$ cat config.mk
export PLATFORM = sky130hd
export DESIGN_NAME = sepia_grayscale_pixel_filter_unit
export DESIGN_NICKNAME = d
export VERILOG_FILES = /design/src/hdl/sgpf_pkg.sv /design/src/hdl/sepia_grayscale_pixel_filter_unit.sv
export SDC_FILE = /design/constraint.sdc
export NUM_CORES = 2
export LEC_CHECK = 0
export BUFFER_PORTS_ARGS = -buffer_cell sky130_fd_sc_hd__buf_2
export CAP_MARGIN = 20
export CORE_MARGIN = 2
export CORE_UTILIZATION = 50
export DETAILED_ROUTE_END_ITERATION = 10
export GPL_ROUTABILITY_DRIVEN = 0
export PLACE_DENSITY_LB_ADDON = 0.12
export SYNTH_ARGS = -nofsm -noshare
export SYNTH_HDL_FRONTEND = slang
export SYNTH_SLANG_ARGS = --single-unit
$ cat constraint.sdc
create_clock -name clock -period 7.6 [get_ports clock]
set_input_delay 1.52 -clock clock [delete_from_list [all_inputs] [get_ports clock]]
set_output_delay 1.52 -clock clock [all_outputs]
set_load 0.05 [all_outputs]
$ cat src/hdl/sgpf_pkg.sv
// Package: widths, payload structs and register codes of the sepia/grayscale pixel filter.
`timescale 1ns / 1ps

package sgpf_pkg;

   localparam int PIX_W      = 8;
   localparam int POS_W      = 12;
   localparam int BOUND_W    = 13;
   localparam int MAX_DIM    = 4096;
   localparam int CSR_IDX_W  = 3;
   localparam int CSR_DATA_W = 13;

   typedef struct packed {
      logic [PIX_W-1:0] red_in;
      logic [PIX_W-1:0] green_in;
      logic [PIX_W-1:0] blue_in;
      logic [POS_W-1:0] pixel_col;
      logic [POS_W-1:0] pixel_row;
   } pixel_req_type;

   typedef struct packed {
      logic [PIX_W-1:0] red_out;
      logic [PIX_W-1:0] green_out;
      logic [PIX_W-1:0] blue_out;
      logic             was_filtered;
   } pixel_rsp_type;

   typedef enum logic [CSR_IDX_W-1:0] {
      CSR_FILTER_KIND    = 3'd0,
      CSR_IMAGE_IS_COLOR = 3'd1,
      CSR_MAX_LEVEL      = 3'd2,
      CSR_SEL_LEFT       = 3'd3,
      CSR_SEL_RIGHT      = 3'd4,
      CSR_SEL_TOP        = 3'd5,
      CSR_SEL_BOTTOM     = 3'd6
   } csr_reg_type;

   typedef enum logic {
      FILTER_SEPIA = 1'b0,
      FILTER_GRAY  = 1'b1
   } filter_kind_type;

endpackage

$ cat src/hdl/sepia_grayscale_pixel_filter_unit.sv
// Streaming sepia / grayscale pixel filter with selection window and register port.
// Takes one pixel per clock and returns one result per pixel while rsp_ready does not stall
// the output. The work runs through a four-stage pipeline: constant products and window
// test, channel sums with rounding bias, reciprocal multiplies for the divisions by 1000
// and by 3, then clamp and select into the output register. A stalled output holds each
// occupied stage whose later stages are all occupied; other stages still advance and fill.
// Registers are written through the csr_ port, which is always ready; the user must write
// them only while no pixel is in flight, as the block itself does not enforce this.
`timescale 1ns / 1ps

module sepia_grayscale_pixel_filter_unit (
   input  logic                                 clock,
   input  logic                                 reset,
   input  logic                                 req_valid,
   output logic                                 req_ready,
   input  sgpf_pkg::pixel_req_type              req_payload,
   output logic                                 rsp_valid,
   input  logic                                 rsp_ready,
   output sgpf_pkg::pixel_rsp_type              rsp_payload,
   input  logic                                 csr_valid,
   output logic                                 csr_ready,
   input  logic [sgpf_pkg::CSR_IDX_W-1:0]       csr_index,
   input  logic [sgpf_pkg::CSR_DATA_W-1:0]      csr_data
);

   localparam int COEF_W       = 10;
   localparam int PROD_W       = 18;
   localparam int SUM_W        = 19;
   localparam int GSUM_W       = 10;
   localparam int QPROD_W      = 2 * SUM_W;
   localparam int GPROD_W      = 2 * GSUM_W;
   localparam int QUOT_W       = 10;
   localparam int RECIP_SHIFT  = 28;
   localparam int RECIP3_SHIFT = 11;
   localparam int PW           = sgpf_pkg::PIX_W;

   localparam logic [COEF_W-1:0] SEPIA_COEF [3][3] = '{
      '{10'd393, 10'd769, 10'd189},
      '{10'd349, 10'd686, 10'd168},
      '{10'd272, 10'd534, 10'd131}
   };
   localparam logic [SUM_W-1:0]  ROUND_BIAS = 19'd500;
   localparam logic [SUM_W-1:0]  RECIP_1000 = 19'd268436;
   localparam logic [GSUM_W-1:0] RECIP_3    = 10'd683;

   // configuration registers
   logic                         filter_kind_ff;
   logic                         image_is_color_ff;
   logic [PW-1:0]                max_level_ff;
   logic [sgpf_pkg::BOUND_W-1:0] sel_left_ff;
   logic [sgpf_pkg::BOUND_W-1:0] sel_right_ff;
   logic [sgpf_pkg::BOUND_W-1:0] sel_top_ff;
   logic [sgpf_pkg::BOUND_W-1:0] sel_bottom_ff;

   // stage valids and enables
   logic s1_valid_ff, s2_valid_ff, s3_valid_ff, s4_valid_ff;
   logic en1, en2, en3, en4;

   // stage 1
   logic [PW-1:0]     pix_in [3];
   logic [PROD_W-1:0] prod_in [3][3];
   logic [PROD_W-1:0] prod_ff [3][3];
   logic [GSUM_W-1:0] gsum_in, gsum1_ff;
   logic              active_in, active1_ff;
   logic              kind1_ff;
   logic [PW-1:0]     pix1_ff [3];

   // stage 2
   logic [SUM_W-1:0]  sum_in [3];
   logic [SUM_W-1:0]  sum_ff [3];
   logic [GSUM_W-1:0] gsum2_ff;
   logic              active2_ff, kind2_ff;
   logic [PW-1:0]     pix2_ff [3];

   // stage 3
   logic [QPROD_W-1:0] qprod_in [3];
   logic [QPROD_W-1:0] qprod_ff [3];
   logic [GPROD_W-1:0] gprod_in, gprod_ff;
   logic               active3_ff, kind3_ff;
   logic [PW-1:0]      pix3_ff [3];

   // stage 4 (output)
   logic [QUOT_W-1:0]       quot [3];
   logic [PW-1:0]           tone [3];
   logic [PW-1:0]           gray;
   sgpf_pkg::pixel_rsp_type rsp_in, rsp_ff;
   logic                    kind4_ff;

   assign en4       = !s4_valid_ff || rsp_ready;
   assign en3       = !s3_valid_ff || en4;
   assign en2       = !s2_valid_ff || en3;
   assign en1       = !s1_valid_ff || en2;
   assign req_ready = en1;
   assign csr_ready = 1'b1;
   assign rsp_valid = s4_valid_ff;
   assign rsp_payload = rsp_ff;

   always_ff @(posedge clock) begin
      if (reset) begin
         filter_kind_ff    <= sgpf_pkg::FILTER_SEPIA;
         image_is_color_ff <= 1'b1;
         max_level_ff      <= 8'd255;
         sel_left_ff       <= '0;
         sel_right_ff      <= sgpf_pkg::BOUND_W'(sgpf_pkg::MAX_DIM);
         sel_top_ff        <= '0;
         sel_bottom_ff     <= sgpf_pkg::BOUND_W'(sgpf_pkg::MAX_DIM);
      end else if (csr_valid) begin
         unique case (sgpf_pkg::csr_reg_type'(csr_index))
            sgpf_pkg::CSR_FILTER_KIND:    filter_kind_ff    <= csr_data[0];
            sgpf_pkg::CSR_IMAGE_IS_COLOR: image_is_color_ff <= csr_data[0];
            sgpf_pkg::CSR_MAX_LEVEL:      max_level_ff      <= csr_data[PW-1:0];
            sgpf_pkg::CSR_SEL_LEFT:       sel_left_ff       <= csr_data;
            sgpf_pkg::CSR_SEL_RIGHT:      sel_right_ff      <= csr_data;
            sgpf_pkg::CSR_SEL_TOP:        sel_top_ff        <= csr_data;
            sgpf_pkg::CSR_SEL_BOTTOM:     sel_bottom_ff     <= csr_data;
            default: begin
            end
         endcase
      end
   end

   always_comb begin
      pix_in[0] = req_payload.red_in;
      pix_in[1] = req_payload.green_in;
      pix_in[2] = req_payload.blue_in;
      for (int c = 0; c < 3; c++) begin
         for (int k = 0; k < 3; k++) begin
            prod_in[c][k] = PROD_W'(SEPIA_COEF[c][k]) * PROD_W'(pix_in[k]);
         end
      end
      gsum_in = GSUM_W'(pix_in[0]) + GSUM_W'(pix_in[1]) + GSUM_W'(pix_in[2]);
      active_in = image_is_color_ff
               && ({1'b0, req_payload.pixel_col} >= sel_left_ff)
               && ({1'b0, req_payload.pixel_col} <  sel_right_ff)
               && ({1'b0, req_payload.pixel_row} >= sel_top_ff)
               && ({1'b0, req_payload.pixel_row} <  sel_bottom_ff);
   end

   always_comb begin
      for (int c = 0; c < 3; c++) begin
         sum_in[c] = SUM_W'(prod_ff[c][0]) + SUM_W'(prod_ff[c][1])
                   + SUM_W'(prod_ff[c][2]) + ROUND_BIAS;
      end
   end

   always_comb begin
      for (int c = 0; c < 3; c++) begin
         qprod_in[c] = QPROD_W'(sum_ff[c]) * QPROD_W'(RECIP_1000);
      end
      gprod_in = GPROD_W'(gsum2_ff) * GPROD_W'(RECIP_3);
   end

   always_comb begin
      for (int c = 0; c < 3; c++) begin
         quot[c] = qprod_ff[c][RECIP_SHIFT +: QUOT_W];
         tone[c] = (quot[c] > QUOT_W'(max_level_ff)) ? max_level_ff : quot[c][PW-1:0];
      end
      gray = gprod_ff[RECIP3_SHIFT +: PW];
      rsp_in.was_filtered = active3_ff;
      if (!active3_ff) begin
         rsp_in.red_out   = pix3_ff[0];
         rsp_in.green_out = pix3_ff[1];
         rsp_in.blue_out  = pix3_ff[2];
      end else if (kind3_ff == sgpf_pkg::FILTER_GRAY) begin
         rsp_in.red_out   = gray;
         rsp_in.green_out = gray;
         rsp_in.blue_out  = gray;
      end else begin
         rsp_in.red_out   = tone[0];
         rsp_in.green_out = tone[1];
         rsp_in.blue_out  = tone[2];
      end
   end

   always_ff @(posedge clock) begin
      if (reset) begin
         s1_valid_ff <= 1'b0;
         s2_valid_ff <= 1'b0;
         s3_valid_ff <= 1'b0;
         s4_valid_ff <= 1'b0;
      end else begin
         if (en1) s1_valid_ff <= req_valid;
         if (en2) s2_valid_ff <= s1_valid_ff;
         if (en3) s3_valid_ff <= s2_valid_ff;
         if (en4) s4_valid_ff <= s3_valid_ff;
      end
   end

   always_ff @(posedge clock) begin
      if (en1) begin
         prod_ff    <= prod_in;
         gsum1_ff   <= gsum_in;
         active1_ff <= active_in;
         kind1_ff   <= filter_kind_ff;
         pix1_ff    <= pix_in;
      end
      if (en2) begin
         sum_ff     <= sum_in;
         gsum2_ff   <= gsum1_ff;
         active2_ff <= active1_ff;
         kind2_ff   <= kind1_ff;
         pix2_ff    <= pix1_ff;
      end
      if (en3) begin
         qprod_ff   <= qprod_in;
         gprod_ff   <= gprod_in;
         active3_ff <= active2_ff;
         kind3_ff   <= kind2_ff;
         pix3_ff    <= pix2_ff;
      end
      if (en4) begin
         rsp_ff     <= rsp_in;
         kind4_ff   <= kind3_ff;
      end
   end

`ifndef ASSERT_OFF
   a_gray_equal: assert property (@(posedge clock) disable iff (reset)
      rsp_valid && rsp_payload.was_filtered && kind4_ff == sgpf_pkg::FILTER_GRAY
      |-> rsp_payload.red_out == rsp_payload.green_out
          && rsp_payload.green_out == rsp_payload.blue_out)
      else $error("grayscale result channels differ");

   a_sepia_clamp: assert property (@(posedge clock) disable iff (reset)
      rsp_valid && rsp_payload.was_filtered && kind4_ff == sgpf_pkg::FILTER_SEPIA
      |-> rsp_payload.red_out <= max_level_ff && rsp_payload.green_out <= max_level_ff
          && rsp_payload.blue_out <= max_level_ff)
      else $error("sepia result above max_level");

   a_accept_enters: assert property (@(posedge clock) disable iff (reset)
      req_valid && req_ready |=> s1_valid_ff)
      else $error("accepted transaction not captured in first stage");

   a_stage3_hold: assert property (@(posedge clock) disable iff (reset)
      s3_valid_ff && !en3 |=> s3_valid_ff && $stable(active3_ff) && $stable(gprod_ff))
      else $error("stalled stage lost its transaction");
`endif

endmodule

==> summary.md <==
| Metric | Value |
|---|---|
| # resized after CTS | 0 |
| Root Buffer | clkbuf_16 |
| Largest area contributor in the netlist | ha_1 |
| # H-tree levels | 2 |
| Hold depth | 0 |
| Max clock buf depth | 3 |
| CP Data Required Time | 7910 ps |
| Worst skew pair latency | 590 ps |
| Worst slack, placed | 1930 ps |
| Area contributors post-synth | ha_1 (30%), edfxtp_1 (25%), fa_1 (15%) |
| Via Count | 25100 |
| F_max | 178 MHz |
| CTS tree | done |
| Total CTS buffers | 45 |
| Initial core utilization | 50.7% |
| Post-CTS setup buffers | 0 |
| Area of the mapped netlist | 39400 µm² |
| Setup violators final | 0 |
| PortBufs | 95 |
| Main combinational cell family by area after synthesis | adder cells |
| Worst Tran Pin Value | 880 ps |
| Dpl hpwl | 70900 µm |
| Post-synth EDFFs | 331 |
| First-pass GRT wire length | 140000 µm |
| Flop and latch count out of synthesis | 397 |
| Synth Area in Compound Gates | 8.79% |
| Worst r2r dst | qprod_ff[36] |
| Hold path start | gsum1_ff[3] |
| CP Class | reg -> reg |
| Post-synthesis mux area share | 0.660% |
| Synth Flop Type | edfxtp_1 |
| Final Hold Fails | 0 |
| Setup TNS Final | 0 ps |
| Clock Sinks | 397 |
| Seq/Total Area, Yosys | 28.6% |
| Die W | 285 µm |
| Final worst path period share | 73.8% |
| 1st-pass router iterations | 5 |
| Die footprint | 81100 µm² |
| GR Layer Usage met3 | 2.80% |
| Final cell count without fillers | 4830 |
| Largest net degree at the start of global routing | 67 |
| Slew headroom | 41.1% |
| Ys async rst share | 0% |
| ANT nets after route | 0 |
| Hold_buf cts | 0 |
| Vias/cell | 5.20 |
| Commonest cells in the netlist | ha_1 (947), inv_1 (738), edfxtp_1 (331) |
| Clk pin slew, worst setup/hold paths | 60 ps |
| Starting DRT DRC Count | 1433 |
| Synthesized instance count | 3625 |
| Library cells used by synthesis | 74 |
| Crit path from | sum_ff[6] |
| Row count | 102 |
| GR Overflow Total | 0 |
| Drt drc | 0 |
| Die height | 285 µm |
| CP Data Arrival Time | 5920 ps |
| Total Routed Length | 86300 µm |
| Initial antenna violation count | 7 |
| Max-cap check violation count | 0 |
| Syn nets | 4942 |
| Most congested layer reported by global routing | met2 |
| Total GRT Usage | 22.0% |
| Outcome | completed |
| Most common cell in the netlist | ha_1 |
| Period minus WS final | 5610 ps |
| RR Startpoint | sum_ff[6] |
| Max-slew violations | 0 |
| Share of layout cells above drive strength 1 | 5.65% |
| Worst min-delay path class | reg -> reg |
| Yosys warning count | 0 |
| P&R area growth vs syn | 8.30% |
| CP max FO | 6 |
| Core ar. | 77700 µm² |
| Top Ports | 97 |
| M2 GR Usage | 35.4% |
| Top cell type's share of synthesized area | 30.1% |
| Critical Path Sink Type | flop |
| Adder-cell share of the synthesized area | 45.3% |
| Final Skew | 22.3 ps |
| Post-DR wirelength/cell | 17.9 µm |
| Vias in the first global route | 25800 |
| Fillers | 6910 |
| Final net count | 5070 |
| Grt met1 use | 31.8% |
| Endpoint with the worst hold slack | gsum2_ff[3] |
| R2R cell count | 19 |
| Setup ws final | 1990 ps |
| Worst Setup Start Kind | flop |
| Synthesized area per cell | 10.9 µm² |
| R2r setup slk | 1990 ps |
| Post-Synth XOR/XNOR Area | 3.33% |
| Synth Area in Simple Gates | 6.02% |
| Inst Count DP | 4743 |
| RSZ-0062 raised after global routing | false |
[critical path, cell delays in order, from the launching register on]
cell	delay (ps)
edfxtp_1	500
ha_1	340
ha_1	220
fa_1	540
inv_1	50
fa_1	490
inv_1	60
fa_1	530
inv_1	50
fa_1	530
inv_1	40
ha_1	320
a21oi_1	150
o21ai_0	110
a221oi_1	310
o221ai_1	220
a41o_1	360
o41ai_4	290
nor2_1	90
xor2_1	150
[worst max path at each step]
stage	depth (start not counted)	to
after floorplan	3	req_ready
after global placement	16	prod_ff[106]
after detailed placement	16	prod_ff[106]
after CTS	19	qprod_ff[36]
after global routing	19	qprod_ff[36]
final	19	qprod_ff[36]
[metal layers]
layer	part of all wire [%]	routed length, µm
met4	2.1	1800
met5	0.021	18
met2	45	38500
met3	4.0	3480
met1	49	42500
[layout make-up]
| type | count | area, µm² | share of cell area [%] |
|---|---|---|---|
| Clock inverter | 28 | 238 | 0.557 |
| Tap cell | 1040 | 1300 | 3.05 |
| Inverter | 738 | 2770 | 6.49 |
| Clock buffer | 55 | 1240 | 2.90 |
| Antenna cell | 1 | 2.50 | 0.00586 |
| Sequential cell | 397 | 11300 | 26.4 |
| Multi-Input combinational cell | 2465 | 25300 | 59.3 |
| Timing Repair Buffer | 106 | 578 | 1.35 |
[state kept, by name, indices dropped and copies added (netlist names), 8 cells and up]
signal         flops
gsum1_ff          10
max_level_ff       8
sum_ff            57
sel_bottom_ff     13
pix3_ff           24
gprod_ff           8
sel_left_ff       13
qprod_ff          30
sel_right_ff      13
pix2_ff           22
sel_top_ff        13
gsum2_ff          10
pix1_ff           16
rsp_payload       25
prod_ff          123
[layout by cell type, fill, tap and decap left out, drive strengths merged, types with 19 or more instances in the layout]
cell | Yosys | layout
nand3 | 39 | 39
edfxtp | 331 | 331
o21ai | 83 | 83
xor2 | 43 | 43
o21a | 20 | 20
xnor2 | 107 | 107
buf | 3 | 106
nand2b | 22 | 22
nor2b | 29 | 29
nor2 | 112 | 112
nand2 | 178 | 178
a21oi | 210 | 210
dfxtp | 66 | 66
o21bai | 19 | 19
ha | 947 | 947
clkbuf | 22 | 55
nor3 | 40 | 40
a21o | 71 | 71
inv | 738 | 742
fa | 301 | 301
o211ai | 20 | 20
[metrics by stage]
| stage | hold slack (ps) | util (%) | instance area, µm² |
|---|---|---|---|
| 3_3_place_gp | 401 | 53.0 | 41200 |
| 3_5_place_dp | 405 | 53.0 | 41200 |
| 2_1_floorplan | 400 | - | 39400 |
| 4_1_cts | 409 | 54.9 | 42600 |
| 6_report | 405 | 54.9 | 42700 |
| 5_1_grt | 424 | 54.9 | 42700 |
[cell families (layout without fill, tap and decap cells)]
logic type                 Yosys count  count (layout)
AOI/OAI and AO/OA                  538             538
buffers and inverters              763             927
adders and majority gates         1248            1248
xor gates and xnor gates           150             150
muxes                               25              25
other                                1               2
DFF                                397             397
and+or+nand+nor                    503             503
Power is not shown: default switching activity piles up to over one toggle a cycle in this logic, so the estimate is an artifact.
